--- config.mk ---
export PLATFORM = sky130hd
export DESIGN_NAME = multi_channel_heartbeat_watchdog_flat
export DESIGN_NICKNAME = d
export VERILOG_FILES = /design/src/hdl/hbw_pkg.sv /design/src/hdl/hbw_in_if.sv /design/src/hdl/hbw_out_if.sv /design/src/hdl/hbw_chan_mem.sv /design/src/hdl/hbw_out_reg.sv /design/src/hdl/multi_channel_heartbeat_watchdog.sv /design/src/flat_wrapper.sv
export SDC_FILE = /design/constraint.sdc
export NUM_CORES = 1
export LEC_CHECK = 0
export BUFFER_PORTS_ARGS = -buffer_cell sky130_fd_sc_hd__buf_2
export CAP_MARGIN = 40
export CORE_AREA = 5 5 318 320
export CTS_CLUSTER_DIAMETER = 100
export DETAILED_ROUTE_END_ITERATION = 10
export DIE_AREA = 0 0 323 325
export PLACE_DENSITY = 0.57
export SKIP_CTS_REPAIR_TIMING = 1
export SLEW_MARGIN = 10
export SYNTH_ARGS = -nofsm -noshare
export SYNTH_HDL_FRONTEND = slang
export SYNTH_HIERARCHICAL = 1
export SYNTH_SLANG_ARGS = --single-unit
--- constraint.sdc ---
create_clock -name clk -period 5.4 [get_ports clk]
set_clock_uncertainty 0.2 [all_clocks]
set_input_delay 1.08 -clock clk [delete_from_list [all_inputs] [get_ports clk]]
set_output_delay 1.08 -clock clk [all_outputs]
set_load 0.03 [all_outputs]
--- src/hdl/hbw_pkg.sv ---
// ----------------------------------------------------------------------------
// hbw_pkg
// Shared types, codes and widths of the heartbeat watchdog.
// ----------------------------------------------------------------------------
package hbw_pkg;

    localparam int CHANNELS_DEF  = 16;
    localparam int TIME_BITS_DEF = 32;
    localparam int MAX_RESULTS   = 16;

    localparam int CMD_W    = 3;
    localparam int TID_W    = 4;
    localparam int TMO_W    = 24;
    localparam int STATUS_W = 3;
    localparam int ID_W     = 4;
    localparam int FOUND_W  = $clog2(MAX_RESULTS + 1);

    localparam logic [CMD_W-1:0] CMD_REGISTER  = 3'd0;
    localparam logic [CMD_W-1:0] CMD_HEARTBEAT = 3'd1;
    localparam logic [CMD_W-1:0] CMD_SET_PAUSE = 3'd2;
    localparam logic [CMD_W-1:0] CMD_TICK      = 3'd3;
    localparam logic [CMD_W-1:0] CMD_SCAN      = 3'd4;

    localparam logic [STATUS_W-1:0] STAT_OK      = 3'd0;
    localparam logic [STATUS_W-1:0] STAT_UNKNOWN = 3'd1;
    localparam logic [STATUS_W-1:0] STAT_FULL    = 3'd2;
    localparam logic [STATUS_W-1:0] STAT_EXPIRED = 3'd3;
    localparam logic [STATUS_W-1:0] STAT_NONE    = 3'd4;

    typedef struct packed {
        logic [STATUS_W-1:0] status;
        logic [ID_W-1:0]     channel_id;
        logic                last;
    } out_beat_t;

endpackage

--- src/hdl/hbw_in_if.sv ---
// ----------------------------------------------------------------------------
// hbw_in_if
// Command channel of the heartbeat watchdog: valid, ready and one command.
// ----------------------------------------------------------------------------
interface hbw_in_if
    import hbw_pkg::*;
();
    logic             valid;
    logic             ready;
    logic [CMD_W-1:0] cmd;
    logic [TID_W-1:0] chan_sel;
    logic [TMO_W-1:0] limit_ms;
    logic             pause_flag;

    modport source (output valid, output cmd, output chan_sel, output limit_ms,
                    output pause_flag, input ready);
    modport sink (input valid, input cmd, input chan_sel, input limit_ms,
                  input pause_flag, output ready);
endinterface

--- src/hdl/hbw_out_if.sv ---
// ----------------------------------------------------------------------------
// hbw_out_if
// Result channel of the heartbeat watchdog: valid, ready and one result.
// ----------------------------------------------------------------------------
interface hbw_out_if
    import hbw_pkg::*;
();
    logic                valid;
    logic                ready;
    logic [STATUS_W-1:0] status;
    logic [ID_W-1:0]     channel_id;
    logic                last;

    modport source (output valid, output status, output channel_id, output last,
                    input ready);
    modport sink (input valid, input status, input channel_id, input last,
                  output ready);
endinterface

--- src/hdl/hbw_chan_mem.sv ---
// ----------------------------------------------------------------------------
// hbw_chan_mem
// Channel table: timeout and last-beat memories, one write and one registered
// read port each.
// ----------------------------------------------------------------------------
module hbw_chan_mem
    import hbw_pkg::*;
#(
    parameter int CHANNELS  = CHANNELS_DEF,
    parameter int TIME_BITS = TIME_BITS_DEF,
    parameter int IDX_W     = (CHANNELS > 1) ? $clog2(CHANNELS) : 1
)
(
    input  logic                 clk,
    input  logic                 tmo_we,
    input  logic                 beat_we,
    input  logic [IDX_W-1:0]     wr_addr,
    input  logic [TMO_W-1:0]     wr_tmo,
    input  logic [TIME_BITS-1:0] wr_beat,
    input  logic [IDX_W-1:0]     rd_addr,
    output logic [TMO_W-1:0]     rd_tmo,
    output logic [TIME_BITS-1:0] rd_beat
);

    logic [TMO_W-1:0]     tmo_mem  [CHANNELS];
    logic [TIME_BITS-1:0] beat_mem [CHANNELS];

    always_ff @(posedge clk)
    begin
        if (tmo_we)
        begin
            tmo_mem[wr_addr] <= wr_tmo;
        end
        rd_tmo <= tmo_mem[rd_addr];
    end

    always_ff @(posedge clk)
    begin
        if (beat_we)
        begin
            beat_mem[wr_addr] <= wr_beat;
        end
        rd_beat <= beat_mem[rd_addr];
    end

endmodule

--- src/hdl/hbw_out_reg.sv ---
// ----------------------------------------------------------------------------
// hbw_out_reg
// Output register of the result channel; holds one result until it is taken.
// ----------------------------------------------------------------------------
module hbw_out_reg
    import hbw_pkg::*;
(
    input  logic       clk,
    input  logic       rst_n,
    input  logic       load,
    input  out_beat_t  din,
    output logic       free,
    hbw_out_if.source  rsp
);

    logic      valid_reg;
    logic      valid_next;
    out_beat_t data_reg;

    assign free       = !valid_reg || rsp.ready;
    assign valid_next = load || (valid_reg && !rsp.ready);

    always_ff @(posedge clk or negedge rst_n)
    begin
        if (!rst_n)
        begin
            valid_reg <= 1'b0;
        end
        else
        begin
            valid_reg <= valid_next;
        end
    end

    always_ff @(posedge clk)
    begin
        if (load)
        begin
            data_reg <= din;
        end
    end

    assign rsp.valid      = valid_reg;
    assign rsp.status     = data_reg.status;
    assign rsp.channel_id = data_reg.channel_id;
    assign rsp.last       = data_reg.last;

endmodule

--- src/hdl/multi_channel_heartbeat_watchdog.sv ---
// ----------------------------------------------------------------------------
// multi_channel_heartbeat_watchdog
// Watches up to CHANNELS channels for missing heartbeats and reports expiry.
// ----------------------------------------------------------------------------
// One command is handled at a time. A command is taken in the idle state;
// register, heartbeat, set pause and tick are then carried out in the execute
// state once the result channel is free. A scan walks the registered channels
// in id order through the single read port of the channel table, addressing
// each channel and then comparing it; it stops early after sixteen expired
// channels. Results wait in an output register, and a new command is taken
// while a result still waits. Timeouts and beat times live in memories that
// are written at registration and need no clearing pass after reset.
// ----------------------------------------------------------------------------
module multi_channel_heartbeat_watchdog
    import hbw_pkg::*;
#(
    parameter int CHANNELS  = CHANNELS_DEF,
    parameter int TIME_BITS = TIME_BITS_DEF
)
(
    input  logic     clk,
    input  logic     rst_n,
    hbw_in_if.sink   req,
    hbw_out_if.source rsp
);

    localparam int IDX_W    = (CHANNELS > 1) ? $clog2(CHANNELS) : 1;
    localparam int CNT_W    = $clog2(CHANNELS + 1);
    localparam int CMP_W    = (CNT_W > TID_W) ? CNT_W : TID_W;
    localparam int ID_EXT_W = (IDX_W > ID_W) ? IDX_W : ID_W;
    localparam int CMPT_W   = (TIME_BITS > TMO_W) ? TIME_BITS : TMO_W;

    typedef enum logic [4:0] {
        ST_IDLE    = 5'b00001,
        ST_EXEC    = 5'b00010,
        ST_SCAN_RD = 5'b00100,
        ST_SCAN_CK = 5'b01000,
        ST_FINISH  = 5'b10000
    } state_t;

    state_t               state_reg, state_next;
    logic [CMD_W-1:0]     cmd_reg;
    logic [TID_W-1:0]     tid_reg;
    logic [TMO_W-1:0]     tmo_reg;
    logic                 pause_reg;
    logic [TIME_BITS-1:0] time_reg, time_next;
    logic [CNT_W-1:0]     nfree_reg, nfree_next;
    logic [CNT_W-1:0]     idx_reg, idx_next;
    logic [FOUND_W-1:0]   found_reg, found_next;
    logic                 pend_valid_reg, pend_valid_next;
    logic [IDX_W-1:0]     pend_id_reg, pend_id_next;
    logic [CHANNELS-1:0]  paused_reg, paused_next;
    logic [CHANNELS-1:0]  expired_reg, expired_next;

    logic                 tmo_we, beat_we;
    logic [IDX_W-1:0]     wr_addr, rd_addr;
    logic [TMO_W-1:0]     rd_tmo;
    logic [TIME_BITS-1:0] rd_beat;
    logic [TIME_BITS-1:0] elapsed;
    logic                 expire_hit;
    logic                 out_load, out_free;
    out_beat_t            out_din;

    logic [IDX_W-1:0]     tid_idx, nfree_idx, scan_idx;
    logic [ID_EXT_W-1:0]  nfree_id_ext, scan_id_ext, pend_id_ext;
    logic                 tid_unknown, table_full;

    assign tid_idx     = IDX_W'(tid_reg);
    assign nfree_idx   = nfree_reg[IDX_W-1:0];
    assign scan_idx    = idx_reg[IDX_W-1:0];
    assign nfree_id_ext = ID_EXT_W'(nfree_idx);
    assign scan_id_ext  = ID_EXT_W'(scan_idx);
    assign pend_id_ext  = ID_EXT_W'(pend_id_reg);
    assign tid_unknown = CMP_W'(tid_reg) >= CMP_W'(nfree_reg);
    assign table_full  = nfree_reg == CNT_W'(CHANNELS);
    assign rd_addr     = scan_idx;

    // Elapsed time wraps with the time counter.
    assign elapsed    = time_reg - rd_beat;
    assign expire_hit = CMPT_W'(elapsed) > CMPT_W'(rd_tmo);

    assign req.ready = state_reg == ST_IDLE;

    hbw_chan_mem #(
        .CHANNELS  (CHANNELS),
        .TIME_BITS (TIME_BITS),
        .IDX_W     (IDX_W)
    ) u_mem (
        .clk     (clk),
        .tmo_we  (tmo_we),
        .beat_we (beat_we),
        .wr_addr (wr_addr),
        .wr_tmo  (tmo_reg),
        .wr_beat (time_reg),
        .rd_addr (rd_addr),
        .rd_tmo  (rd_tmo),
        .rd_beat (rd_beat)
    );

    hbw_out_reg u_out (
        .clk   (clk),
        .rst_n (rst_n),
        .load  (out_load),
        .din   (out_din),
        .free  (out_free),
        .rsp   (rsp)
    );

    always_comb
    begin
        state_next      = state_reg;
        time_next       = time_reg;
        nfree_next      = nfree_reg;
        idx_next        = idx_reg;
        found_next      = found_reg;
        pend_valid_next = pend_valid_reg;
        pend_id_next    = pend_id_reg;
        paused_next     = paused_reg;
        expired_next    = expired_reg;
        tmo_we          = 1'b0;
        beat_we         = 1'b0;
        wr_addr         = tid_idx;
        out_load        = 1'b0;
        out_din.status     = STAT_OK;
        out_din.channel_id = '0;
        out_din.last       = 1'b1;

        unique case (state_reg)
            ST_IDLE:
            begin
                if (req.valid)
                begin
                    state_next = ST_EXEC;
                end
            end
            ST_EXEC:
            begin
                unique case (cmd_reg)
                    CMD_REGISTER:
                    begin
                        if (out_free)
                        begin
                            out_load   = 1'b1;
                            state_next = ST_IDLE;
                            if (table_full)
                            begin
                                out_din.status = STAT_FULL;
                            end
                            else
                            begin
                                wr_addr                 = nfree_idx;
                                tmo_we                  = 1'b1;
                                beat_we                 = 1'b1;
                                paused_next[nfree_idx]  = 1'b0;
                                expired_next[nfree_idx] = 1'b0;
                                nfree_next              = nfree_reg + 1'b1;
                                out_din.channel_id      = nfree_id_ext[ID_W-1:0];
                            end
                        end
                    end
                    CMD_HEARTBEAT, CMD_SET_PAUSE:
                    begin
                        if (out_free)
                        begin
                            out_load           = 1'b1;
                            state_next         = ST_IDLE;
                            out_din.channel_id = tid_reg;
                            if (tid_unknown)
                            begin
                                out_din.status = STAT_UNKNOWN;
                            end
                            else
                            begin
                                if (cmd_reg == CMD_SET_PAUSE)
                                begin
                                    paused_next[tid_idx] = pause_reg;
                                end
                                // A resume restarts the timing just as a heartbeat does.
                                if (cmd_reg == CMD_HEARTBEAT || !pause_reg)
                                begin
                                    beat_we               = 1'b1;
                                    expired_next[tid_idx] = 1'b0;
                                end
                            end
                        end
                    end
                    CMD_TICK:
                    begin
                        if (out_free)
                        begin
                            out_load   = 1'b1;
                            state_next = ST_IDLE;
                            time_next  = time_reg + 1'b1;
                        end
                    end
                    CMD_SCAN:
                    begin
                        idx_next        = '0;
                        found_next      = '0;
                        pend_valid_next = 1'b0;
                        state_next      = ST_SCAN_RD;
                    end
                    default:
                    begin
                        state_next = ST_IDLE;
                    end
                endcase
            end
            ST_SCAN_RD:
            begin
                if (idx_reg >= nfree_reg || found_reg == FOUND_W'(MAX_RESULTS))
                begin
                    state_next = ST_FINISH;
                end
                else
                begin
                    state_next = ST_SCAN_CK;
                end
            end
            ST_SCAN_CK:
            begin
                if (paused_reg[scan_idx] || expired_reg[scan_idx] || !expire_hit)
                begin
                    idx_next   = idx_reg + 1'b1;
                    state_next = ST_SCAN_RD;
                end
                else if (!pend_valid_reg || out_free)
                begin
                    // The previous hit is sent only now, once it is known not to be
                    // the final result of the scan.
                    if (pend_valid_reg)
                    begin
                        out_load           = 1'b1;
                        out_din.status     = STAT_EXPIRED;
                        out_din.channel_id = pend_id_ext[ID_W-1:0];
                        out_din.last       = 1'b0;
                    end
                    expired_next[scan_idx] = 1'b1;
                    pend_valid_next        = 1'b1;
                    pend_id_next           = scan_idx;
                    found_next             = found_reg + 1'b1;
                    idx_next               = idx_reg + 1'b1;
                    state_next             = ST_SCAN_RD;
                end
            end
            ST_FINISH:
            begin
                if (out_free)
                begin
                    out_load        = 1'b1;
                    pend_valid_next = 1'b0;
                    state_next      = ST_IDLE;
                    if (pend_valid_reg)
                    begin
                        out_din.status     = STAT_EXPIRED;
                        out_din.channel_id = pend_id_ext[ID_W-1:0];
                    end
                    else
                    begin
                        out_din.status = STAT_NONE;
                    end
                end
            end
            default:
            begin
                state_next = ST_IDLE;
            end
        endcase
    end

    always_ff @(posedge clk or negedge rst_n)
    begin
        if (!rst_n)
        begin
            state_reg      <= ST_IDLE;
            time_reg       <= '0;
            nfree_reg      <= '0;
            idx_reg        <= '0;
            found_reg      <= '0;
            pend_valid_reg <= 1'b0;
            paused_reg     <= '0;
            expired_reg    <= '0;
        end
        else
        begin
            state_reg      <= state_next;
            time_reg       <= time_next;
            nfree_reg      <= nfree_next;
            idx_reg        <= idx_next;
            found_reg      <= found_next;
            pend_valid_reg <= pend_valid_next;
            paused_reg     <= paused_next;
            expired_reg    <= expired_next;
        end
    end

    always_ff @(posedge clk)
    begin
        pend_id_reg <= pend_id_next;
        if (req.valid && req.ready)
        begin
            cmd_reg   <= req.cmd;
            tid_reg   <= req.chan_sel;
            tmo_reg   <= req.limit_ms;
            pause_reg <= req.pause_flag;
        end
    end

`ifndef SYNTH
    a_found_bound: assert property (@(posedge clk) disable iff (!rst_n)
        found_reg <= FOUND_W'(MAX_RESULTS))
        else $error("scan reported more channels than allowed");

    a_nfree_bound: assert property (@(posedge clk) disable iff (!rst_n)
        nfree_reg <= CNT_W'(CHANNELS))
        else $error("registration count beyond table size");

    a_pend_marked: assert property (@(posedge clk) disable iff (!rst_n)
        pend_valid_reg |-> expired_reg[pend_id_reg])
        else $error("held expiry result for a channel not marked expired");

    a_no_write_in_scan: assert property (@(posedge clk) disable iff (!rst_n)
        (state_reg == ST_SCAN_RD || state_reg == ST_SCAN_CK) |-> !(tmo_we || beat_we))
        else $error("channel table written during a scan");

    a_load_when_free: assert property (@(posedge clk) disable iff (!rst_n)
        out_load |-> out_free)
        else $error("result loaded over one still waiting");
`endif

endmodule

--- src/flat_wrapper.sv ---
// flat-port wrapper written by rule: the top's interface ports become plain ports
module multi_channel_heartbeat_watchdog_flat import hbw_pkg::*;
#(
    parameter int CHANNELS  = CHANNELS_DEF,
    parameter int TIME_BITS = TIME_BITS_DEF
)
  (clk, rst_n, req_valid, req_cmd, req_chan_sel, req_limit_ms, req_pause_flag, req_ready, rsp_valid, rsp_status, rsp_channel_id, rsp_last, rsp_ready);
  hbw_in_if req_i ();
  hbw_out_if rsp_i ();
  input  logic clk;
  input  logic rst_n;
  input wire logic [$bits(req_i.valid)-1:0] req_valid;
  input wire logic [$bits(req_i.cmd)-1:0] req_cmd;
  input wire logic [$bits(req_i.chan_sel)-1:0] req_chan_sel;
  input wire logic [$bits(req_i.limit_ms)-1:0] req_limit_ms;
  input wire logic [$bits(req_i.pause_flag)-1:0] req_pause_flag;
  output wire logic [$bits(req_i.ready)-1:0] req_ready;
  output wire logic [$bits(rsp_i.valid)-1:0] rsp_valid;
  output wire logic [$bits(rsp_i.status)-1:0] rsp_status;
  output wire logic [$bits(rsp_i.channel_id)-1:0] rsp_channel_id;
  output wire logic [$bits(rsp_i.last)-1:0] rsp_last;
  input wire logic [$bits(rsp_i.ready)-1:0] rsp_ready;
  assign req_i.valid = req_valid;
  assign req_i.cmd = req_cmd;
  assign req_i.chan_sel = req_chan_sel;
  assign req_i.limit_ms = req_limit_ms;
  assign req_i.pause_flag = req_pause_flag;
  assign req_ready = req_i.ready;
  assign rsp_valid = rsp_i.valid;
  assign rsp_status = rsp_i.status;
  assign rsp_channel_id = rsp_i.channel_id;
  assign rsp_last = rsp_i.last;
  assign rsp_i.ready = rsp_ready;
  multi_channel_heartbeat_watchdog #(.CHANNELS(CHANNELS), .TIME_BITS(TIME_BITS)) u_core (.clk(clk), .rst_n(rst_n), .req(req_i), .rsp(rsp_i));
endmodule
== Word-level counts from Yosys, hierarchy flattened ==
Memory sizes are Yosys's and may differ from the RTL's. A register that Yosys moved wholly into a read port is not among the register bits.
Cells that the tools add are included.

* Word-level logic and storage cells: 185
* Memories: 2
* Bits of input ports: 36
* Register bits after elaboration: 130
* Bits in writable memories: 896

{| class="wikitable"
|+ Memory list
! name !! words !! bits a word !! read ports !! clocked after Yosys merged registers in !! wr ports !! line !! RTL
|-
| u_core.u_mem.beat_mem || 16 || 32 || 1 || 1 || 1 || hbw_chan_mem.sv:26 || <nowiki>logic [TIME_BITS-1:0] beat_mem [CHANNELS];</nowiki>
|-
| u_core.u_mem.tmo_mem || 16 || 24 || 1 || 1 || 1 || hbw_chan_mem.sv:25 || <nowiki>logic [TMO_W-1:0] tmo_mem [CHANNELS];</nowiki>
|}

* Mux-type cells: 81
* Bitwise operators: 10
* Add/sub/neg operators: 5
* Magnitude comparators: 9
* Reductions and logical operators: 33
* Eq/ne operators: 28

{| class="wikitable"
|+ Operator list
! cell !! number
|-
| two-way mux 16 bit || 12
|-
| one-hot mux 16 bit (2 select lines) || 3
|-
| two-way mux 5 bit || 10
|-
| AND 16 bit || 3
|-
| two-way mux 7 bit || 5
|-
| adder 32 x 1 -> 32 bit, second input constant || 1
|-
| > comparator 32 x 24 -> 1 bit || 1
|-
| NOT 16 bit || 2
|-
| subtractor 32 bit || 1
|-
| one-hot mux 5 bit (2 select lines) || 3
|-
| two-way mux 1 bit || 27
|-
| one-hot mux 5 bit (5 select lines) || 1
|-
| two-way mux 4 bit || 6
|-
| one-hot mux 7 bit (3 select lines) || 1
|-
| bitwise mux 16 bit || 1
|-
| bitwise OR 16 bit || 1
|-
| adder 5 x 1 -> 5 bit, second input constant || 3
|-
| equality test 5 bit, second input constant || 3
|-
| less-than comparator 4 x 5 -> 1 bit, second input constant || 3
|-
| one-hot mux 7 bit (2 select lines) || 1
|-
| demux 1 bit (select 4 bit) || 3
|-
| greater-or-equal comparator 4 x 1 -> 1 bit, second input constant || 3
|-
| inequality test 2 x 1 -> 1 bit, second input constant || 5
|-
| inequality test 2 bit, second input constant || 5
|-
| other kinds (34) || 62
|}

== Longest topological paths before layout ==
Gate-level depths: netlist of run 1.

* Word-level depth: 11
* Depth in mapped cells: 23
* Gate-level depth less buffers: 22

== Modules after synthesis ==
Netlist of run 1, hierarchy kept.

{| class="wikitable"
|+ By module, submodules not included
! module !! sequential area each (sq um) !! instances !! area an instance (sq um) !! cells an instance
|-
| hbw_chan_mem || 28,026.9 || 1 || 34,777.1 || 1,470
|-
| multi_channel_heartbeat_watchdog || 3,209.3 || 1 || 8,625.8 || 965
|-
| hbw_out_reg || 265.3 || 1 || 287.8 || 11
|}

== Worst setup path before layout of run 1 ==
No wires, ideal clock.

* Kind: reg2reg
* Start: register u_core.time_reg[10]
* End: register u_core.u_out.valid_reg, in the netlist u_core/u_out/rsp.valid
* Library setup time: 121 ps
* Clock period less this slack: 4,930 ps
* Arrival: 4,608 ps
* Required time: 5,079 ps
* Buffers on the path: 1
* Path slack: 470 ps
* Cell stages (with the launch flop): 23
* Path through: dfrtp_1 > ha_1 > buf_2 > a211o_1 > a21oi_2 > o211ai_1 > o21ai_2 > nand2_1 > a21o_1 > a21oi_1 > xnor2_1 > ha_1 > and3_1 > a221o_1 > a221oi_1 > o21ai_0 > o21ai_0 > o221ai_1 > nor4_4 > a21oi_4 > a211oi_1 > nor2b_1 > nand2b_2

* Longest elaborated chain between the ends: 7

{| class="wikitable"
|+ RTL lines
! what !! line !! RTL
|-
| start: declaration || multi_channel_heartbeat_watchdog.sv:46 || <nowiki>logic [TIME_BITS-1:0] time_reg, time_next;</nowiki>
|-
| start signal: assignment || multi_channel_heartbeat_watchdog.sv:287 || <nowiki>time_reg <= time_next;</nowiki>
|-
| subtractor 32 bit || multi_channel_heartbeat_watchdog.sv:79 || <nowiki>assign elapsed = time_reg - rd_beat;</nowiki>
|-
| > comparator 32 x 24 -> 1 bit || multi_channel_heartbeat_watchdog.sv:80 || <nowiki>assign expire_hit = CMPT_W'(elapsed) > CMPT_W'(rd_tmo);</nowiki>
|-
| logical NOT 1 bit || multi_channel_heartbeat_watchdog.sv:222 || <nowiki>if (paused_reg[scan_idx] || expired_reg[scan_idx] || !expire_hit)</nowiki>
|-
| logical OR 1 bit || multi_channel_heartbeat_watchdog.sv:222 ||
|-
| two-way mux 1 bit || multi_channel_heartbeat_watchdog.sv:222 ||
|-
| one-hot mux 1 bit (3 select lines) || multi_channel_heartbeat_watchdog.sv:128 || <nowiki>unique case (state_reg)</nowiki>
|-
| net u_core.out_load || multi_channel_heartbeat_watchdog.sv:61 || <nowiki>logic out_load, out_free;</nowiki>
|-
| logical OR 1 bit || hbw_out_reg.sv:21 || <nowiki>assign valid_next = load || (valid_reg && !rsp.ready);</nowiki>
|-
| net u_core.u_out.valid_next || hbw_out_reg.sv:17 || <nowiki>logic valid_next;</nowiki>
|-
| end signal: assignment || hbw_out_reg.sv:31 || <nowiki>valid_reg <= valid_next;</nowiki>
|-
| end: declaration || hbw_out_reg.sv:16 || <nowiki>logic valid_reg;</nowiki>
|}

The timed path passes the listed nets, and every way through them passes these cells.
A chain may end at the register's enable or synchronous reset.

== Worst setup path after layout of run 1 ==
* Start: register u_core.time_reg[3]
* End: register u_core.idx_reg[3]

* Longest elaborated chain between the ends: 6
* Elaborated cells on any way between the ends: 8
* Classes of those cells: add/sub: 1; order compare: 1; eq/ne: 1; mux: 2; reduce/logical: 3

{| class="wikitable"
|+ RTL lines
! what !! line !! RTL
|-
| subtractor 32 bit * || multi_channel_heartbeat_watchdog.sv:79 ||
|-
| > comparator 32 x 24 -> 1 bit * || multi_channel_heartbeat_watchdog.sv:80 ||
|-
| logical NOT 1 bit * || multi_channel_heartbeat_watchdog.sv:222 ||
|-
| logical OR 1 bit * || multi_channel_heartbeat_watchdog.sv:222 ||
|-
| inequality test 3 x 1 -> 1 bit (no source line) / two-way mux 5 bit (equally long branches) || n/a ||
|-
| AND reduction 3 bit (no source line) / one-hot mux 5 bit (2 select lines) (equally long branches) || n/a ||
|-
| end signal: assignment || multi_channel_heartbeat_watchdog.sv:289 || <nowiki>idx_reg <= idx_next;</nowiki>
|-
| end: declaration || multi_channel_heartbeat_watchdog.sv:48 || <nowiki>logic [CNT_W-1:0] idx_reg, idx_next;</nowiki>
|}

Mark *: on every way between the ends. The rest lies on a longest branch, timed or not.

==> results of run 1 <==
==> kinds of logic after synthesis <==
group | synth area share [%]
DFF | 72.10
and+or+nand+nor | 4.631
xor gates and xnor gates | 1.263
adders and majority gates | 2.194
AOI/OAI and AO/OA | 6.003
muxes | 11.83
buffers and inverters | 1.979
==> power breakdown <==
group	internal [W]	switching, W	total (W)
logic	0.00123	0.00229	0.00352
registers	0.00957	0.000366	0.00994
clock network	0.00433	0.00309	0.00742
total	0.0151	0.00574	0.0209
==> cells in the mapped netlist, types with 9 or more instances <==
cell / count / area (um2)
edfxtp_1: 940 / 28230
mux4_2: 225 / 5067
nand2_1: 141 / 529.3
nor2_1: 121 / 454.2
a22oi_1: 116 / 870.8
dfrtp_1: 85 / 2127
inv_1: 77 / 289.0
ha_1: 75 / 938.4
a21oi_1: 73 / 365.4
clkbuf_1: 65 / 244.0
o21ai_0: 65 / 325.3
dfxtp_1: 56 / 1121
xnor2_1: 44 / 385.4
nor3_1: 30 / 150.1
nand3_1: 24 / 120.1
a21o_1: 19 / 142.6
and3_1: 19 / 118.9
xor2_1: 19 / 166.4
nand4_1: 18 / 112.6
buf_6: 17 / 191.4
a31oi_1: 16 / 100.1
nand2b_1: 16 / 100.1
a211oi_1: 15 / 112.6
buf_2: 15 / 75.07
nor2b_1: 11 / 68.82
a211oi_2: 10 / 125.1
and2_1: 10 / 62.56
mux2i_1: 9 / 90.09
o21ai_1: 9 / 45.04
==> layout make-up <==
type / count / share of cell area (%)
sequential: 1082 / 63.18
multi-input combinational: 1178 / 23.29
clock buffer: 145 / 6.021
tap: 1287 / 3.229
timing repair buffer: 143 / 2.579
clock inverter: 57 / 1.101
inverter: 79 / 0.5946
==> final timing paths <==
check / start / endpoint / slack [ps] / cells after the start
hold / removal: rst_n / u_core/idx_reg[4]$_DFFE_PN0P_ / 230 / 1
setup / recovery: u_core/time_reg[3]$_DFFE_PN0P_ / u_core/idx_reg[3]$_DFFE_PN0P_ / 400 / 22
max in group asynchronous: rst_n / u_core/time_reg[27]$_DFFE_PN0P_ / 3700 / 2
setup reg to reg: u_core/time_reg[3]$_DFFE_PN0P_ / u_core/idx_reg[3]$_DFFE_PN0P_ / 400 / 22
hold reg to reg: u_core/found_reg[4]$_DFFE_PN0P_ / u_core/found_reg[4]$_DFFE_PN0P_ / 290 / 1
min in group clk: u_core/found_reg[4]$_DFFE_PN0P_ / u_core/found_reg[4]$_DFFE_PN0P_ / 290 / 1
==> layer usage <==
metal / wire length [um] / up-vias / part of all wire, % / track usage, %
li1: - / 10070 / - / -
met1: 44960 / 12200 / 43 / 27.94
met2: 50850 / 639 / 49 / 32.36
met3: 5577 / 130 / 5.4 / 3.248
met4: 2215 / 0 / 2.1 / 4.777
met5: 0 / - / 0 / 0
==> critical path, delay by kind of cell (launching register included) <==
| family | cells | cell delay, ps |
|---|---|---|
| adders and majority gates | 2 | 660 |
| AOI/OAI and AO/OA | 9 | 1560 |
| xor gates and xnor gates | 1 | 110 |
| DFF | 1 | 390 |
| muxes | 1 | 210 |
| and+or+nand+nor | 6 | 1240 |
| buffers and inverters | 3 | 510 |
==> stage by stage <==
| step | power (W) | setup TNS, ps | setup slack (ps) | area [um2] |
|---|---|---|---|---|
| after floorplan | 0.01209 | 0 | 470.2 | 43690 |
| after global placement | 0.01355 | 0 | 128.7 | 46240 |
| after detailed placement | 0.01361 | 0 | 74.39 | 46270 |
| after CTS | 0.02106 | 0 | 59.09 | 49820 |
| after global routing | 0.02178 | -8.068 | -8.068 | 49870 |
| final | 0.02088 | 0 | 396.1 | 49870 |
==> cells in the final DEF, fill, tap and decap left out, types with 14 or more instances in the layout <==
master     instances
nand3_1           24
xor2_1            19
clkbuf_1          22
inv_1             77
dfxtp_1           56
xnor2_1           44
clkinv_1          14
nand4_1           18
a31oi_1           16
mux4_2           225
nor2_4            33
a211oi_1          15
buf_4             72
o21ai_0           63
clkbuf_16        109
nand2_1          141
nor3_1            30
clkinv_2          24
nand2b_1          16
a22oi_1          116
edfxtp_1         940
a21o_1            19
dfrtp_1           83
buf_2             44
nor2_1            88
ha_1              75
clkbuf_8          14
buf_12            23
a21oi_1           73
and3_1            19
==> qor.csv, run 1 <==
metric,value,unit
status,completed,
Congestion Overflow GR,0,
boundary pin count,46,
Die Width,323,um
Mapped Area,43690,um2
register area share after synthesis,72.10,%
crit-path max FO,13,
antenna-violating nets left,0,
Port Buffers,45,
hpwl dp,56010,um
Worst EP required,5790,ps
Tcrit/Tclk final,92.66,%
Nets,2704,
Rel. slew slack,35.20,%
Initial Util,44.65,%
most flop-heavy register,u_core/u_mem/beat_mem,
worst path cell trace,ha_1 -> o211ai_1 -> a21o_1 -> a21oi_1 -> o21ai_2 -> buf_4 -> and2_1 -> o21ai_0 -> xor2_1 -> ha_1 -> and4_1 -> and3_1 -> nand3_1 -> or3_1 -> o21ai_2 -> o221ai_2 -> nor4_4 -> buf_6 -> a21oi_4 -> buf_6 -> a2111oi_4 -> mux2i_1,
first-pass GRT wire length,154500,um
max reg flops,512,
worst vdd ir,323.9,uV
Leak Pwr,15.47,nW
GRT Resource Usage Total,19.72,%
WL per Instance,26.09,um
Synth Net Count,2558,
worst min path class,in -> async,
Yosys reg bits,1082,
die area,105000,um2
Initial DRC Count,1993,
min Tclk post-route,5004,ps
Fmax,0.1998,GHz
Cell Rows,115,
register area,31510,um2
root buffer cell,clkbuf_16,
overall routed net length,103600,um
clock buffer count from CTS,108,
Critical Path End Type,flip-flop,
CTS tree,done,
# diodes,0,
vias in the first global route,24000,
clk slew on worst S/H paths,60,ps
Cell Pwr Density,418.6,nW/um2
top flop regs,"u_core/u_mem/beat_mem: 512 flops, u_core/u_mem/tmo_mem: 384 flops",
Max stage delay on crit path,390,ps
CTS Buffer Depth,3,
area delta synth->final,14.15,%
Pins Over Slew Limit,0,
crit path DAT,5400,ps
Worst-Skew Late Latency,690,ps
placed insts,3768,
Sink Count,1082,
hold_ws,227.4,ps
synth warn,6,
number of flops mapped to enable cells by yosys,940,
library cells used by synthesis,77,
Cells after Synth,2446,
Final Hold Fails,0,
via count,23040,
Max Cap Viol,0,
RD Place Congestion,0.8504,
largest net degree at the start of global routing,117,
synthesized area per cell,17.86,um2
Fillers,7951,
CP Launch Type,flip-flop,
Non-Filler Instances,3971,
Detailed Routing Iterations Pass 1,5,
# DRC,0,
core footprint,97840,um2
initial antenna violation count,0,
crit path kind,reg -> reg,
area of the multi-input gates,11620,um2
Synth async-reset ratio,7.948,%
Slew @ Worst Pin,972.0,ps
Worst path slowest cell,dfrtp_1,
share of cells above drive strength 1,23.14,%
endpoints failing setup,0,
fin util,50.97,%
die height,325,um
H-tree levels,3,
Via density,5.803,
top_reg_cell synth,edfxtp_1,
(Power assumes the default switching activity.)
==> run 2, diff against run 1 <==
--- a/config.mk
+++ b/config.mk
@@ -7,10 +7,10 @@
 export LEC_CHECK = 0
 export BUFFER_PORTS_ARGS = -buffer_cell sky130_fd_sc_hd__buf_2
 export CAP_MARGIN = 40
-export CORE_AREA = 5 5 318 320
+export CORE_AREA = 3 3 316 318
 export CTS_CLUSTER_DIAMETER = 100
 export DETAILED_ROUTE_END_ITERATION = 10
-export DIE_AREA = 0 0 323 325
+export DIE_AREA = 0 0 319 321
 export PLACE_DENSITY = 0.57
 export SKIP_CTS_REPAIR_TIMING = 1
 export SLEW_MARGIN = 10
==> run 2 against run 1 <==
Effect of this change: cell area increased by 0.40%; sequential cell count unchanged; die area decreased by 2.5%; cell count increased by 0.10%; critical path depth unchanged; clock-buffer cell count decreased by 3; register-to-register slack got worse by 110 ps; worst hold slack improved by 22 ps; non-clock buffer count increased by 11; sequential power about the same; largest cell class unchanged; largest power group unchanged.
==> qor.csv, run 2 (same netlist as run 1, synthesis figures left out) <==
metric,value,unit
status,completed,
"commonest non-fill, non-tap cells in the layout","940 x edfxtp_1, 225 x mux4_2, 141 x nand2_1",
crit path DAT,5520,ps
endpoints failing setup,0,
max reg flops,512,
RSZ-0062 raised after global routing,false,
"most common cell after layout, fill and taps aside",edfxtp_1,
Via density,5.842,
Critical Path End Type,flip-flop,
crit-path max FO,9,
Worst path slowest cell,dfrtp_1,
hold_ws,249.2,ps
die height,321,um
Cell Pwr Density,419.5,nW/um2
die area,102400,um2
top flop regs,"u_core/u_mem/beat_mem: 512 flops, u_core/u_mem/tmo_mem: 384 flops",
Leak Pwr,15.55,nW
crit path kind,reg -> reg,
Worst EP required,5810,ps
hpwl dp,59480,um
CTS tree,done,
Initial DRC Count,1996,
clk slew on worst S/H paths,60,ps
min Tclk post-route,5110,ps
worst min path class,in -> async,
core footprint,96850,um2
WL per Instance,26.04,um
area delta synth->final,14.60,%
antenna-violating nets left,0,
Fmax,0.1957,GHz
initial antenna violation count,1,
clock buffer count from CTS,108,
Slew @ Worst Pin,816.2,ps
Final Hold Fails,0,
boundary pin count,46,
Die Width,319,um
Nets,2715,
Max Cap Viol,0,
Tcrit/Tclk final,94.64,%
Detailed Routing Iterations Pass 1,5,
WP buf/inv,2,
worst vdd ir,360.0,uV
H-tree levels,3,
largest net degree at the start of global routing,89,
Rel. slew slack,45.58,%
via count,23220,
first-pass GRT wire length,157000,um
RD Place Congestion,0.8664,
Pins Over Slew Limit,0,
CTS Buffer Depth,3,
overall routed net length,103500,um
root buffer cell,clkbuf_16,
Initial Util,45.11,%
most flop-heavy register,u_core/u_mem/beat_mem,
Sink Count,1082,
Cell Rows,114,
CP Launch Type,flip-flop,
worst path cell trace,ha_1 -> a211o_1 -> a21oi_2 -> o211ai_1 -> o21ai_2 -> nand2_1 -> a21o_1 -> a21oi_1 -> xnor2_1 -> ha_1 -> and3_1 -> a221o_1 -> a221oi_2 -> o21ai_1 -> o21ai_2 -> o221ai_2 -> nor4_4 -> buf_4 -> a21oi_4 -> buf_4 -> a2111oi_4 -> mux2i_1,
share of cells above drive strength 1,23.17,%
Setup Total Neg Slack,0,ps
# DRC,0,
Worst-Skew Late Latency,690,ps
vias in the first global route,24660,
Port Buffers,45,
GRT Resource Usage Total,20.52,%
Max stage delay on crit path,380,ps
Congestion Overflow GR,0,
"Largest delay share family, worst path",compound AO/OA/AOI/OAI gates,
## run 2: metrics by stage
| stage | utilization (%) | setup WS [ps] | std cells | cell area, um2 | power (W) |
|---|---|---|---|---|---|
| 6_report | 51.70 | 289.6 | 3975 | 50070 | 0.02100 |
| 3_5_place_dp | 47.96 | 45.56 | 3769 | 46450 | 0.01366 |
| 5_1_grt | 51.70 | 29.04 | 3974 | 50070 | 0.02192 |
| 3_3_place_gp | 47.87 | 178.2 | 3764 | 46360 | 0.01353 |
| 2_1_floorplan | - | 470.2 | 2446 | 43690 | 0.01209 |
| 4_1_cts | 51.67 | 20.41 | 3974 | 50040 | 0.02120 |
## run 2: routing by layer
metal	track usage, %	part of all wire (%)	vias up
met1	28.82	44	12320
met2	34.05	49	682
met4	5.093	1.8	0
li1	-	-	10090
met3	3.102	5.3	130
met5	0	0	-
## run 2: final timing paths
check,from,to,slack [ps],cells past startpoint
max reg2reg,u_core/time_reg[10]$_DFFE_PN0P_,u_core/idx_reg[3]$_DFFE_PN0P_,290,22
max,u_core/time_reg[10]$_DFFE_PN0P_,u_core/idx_reg[3]$_DFFE_PN0P_,290,22
min in group clk,u_core/paused_reg[15]$_DFFE_PN0P_,u_core/paused_reg[15]$_DFFE_PN0P_,300,1
max in group asynchronous,rst_n,u_core/time_reg[14]$_DFFE_PN0P_,3680,2
min reg2reg,u_core/paused_reg[15]$_DFFE_PN0P_,u_core/paused_reg[15]$_DFFE_PN0P_,300,1
min,rst_n,u_core/found_reg[2]$_DFFE_PN0P_,250,1
## run 2: area by class of cell
class	instances	area [um2]
fillers	7783	46780
diodes	1	2.502
inverters	79	296.5
multi-input cells	1178	11620
clock buffers	142	2912
well taps	1276	1597
flip-flops and latches	1082	31510
clock inverters	63	681.9
repair buffers	154	1456
## run 2: power by group
| group | internal [W] | switching, W | total, W | leakage [nW] |
|---|---|---|---|---|
| Combinational | 0.00124 | 0.00233 | 0.00357 | 4.66 |
| Clock | 0.00438 | 0.00313 | 0.00751 | 1.76 |
| Sequential | 0.00957 | 0.000348 | 0.00992 | 9.13 |
| Total | 0.0152 | 0.00581 | 0.0210 | 15.5 |
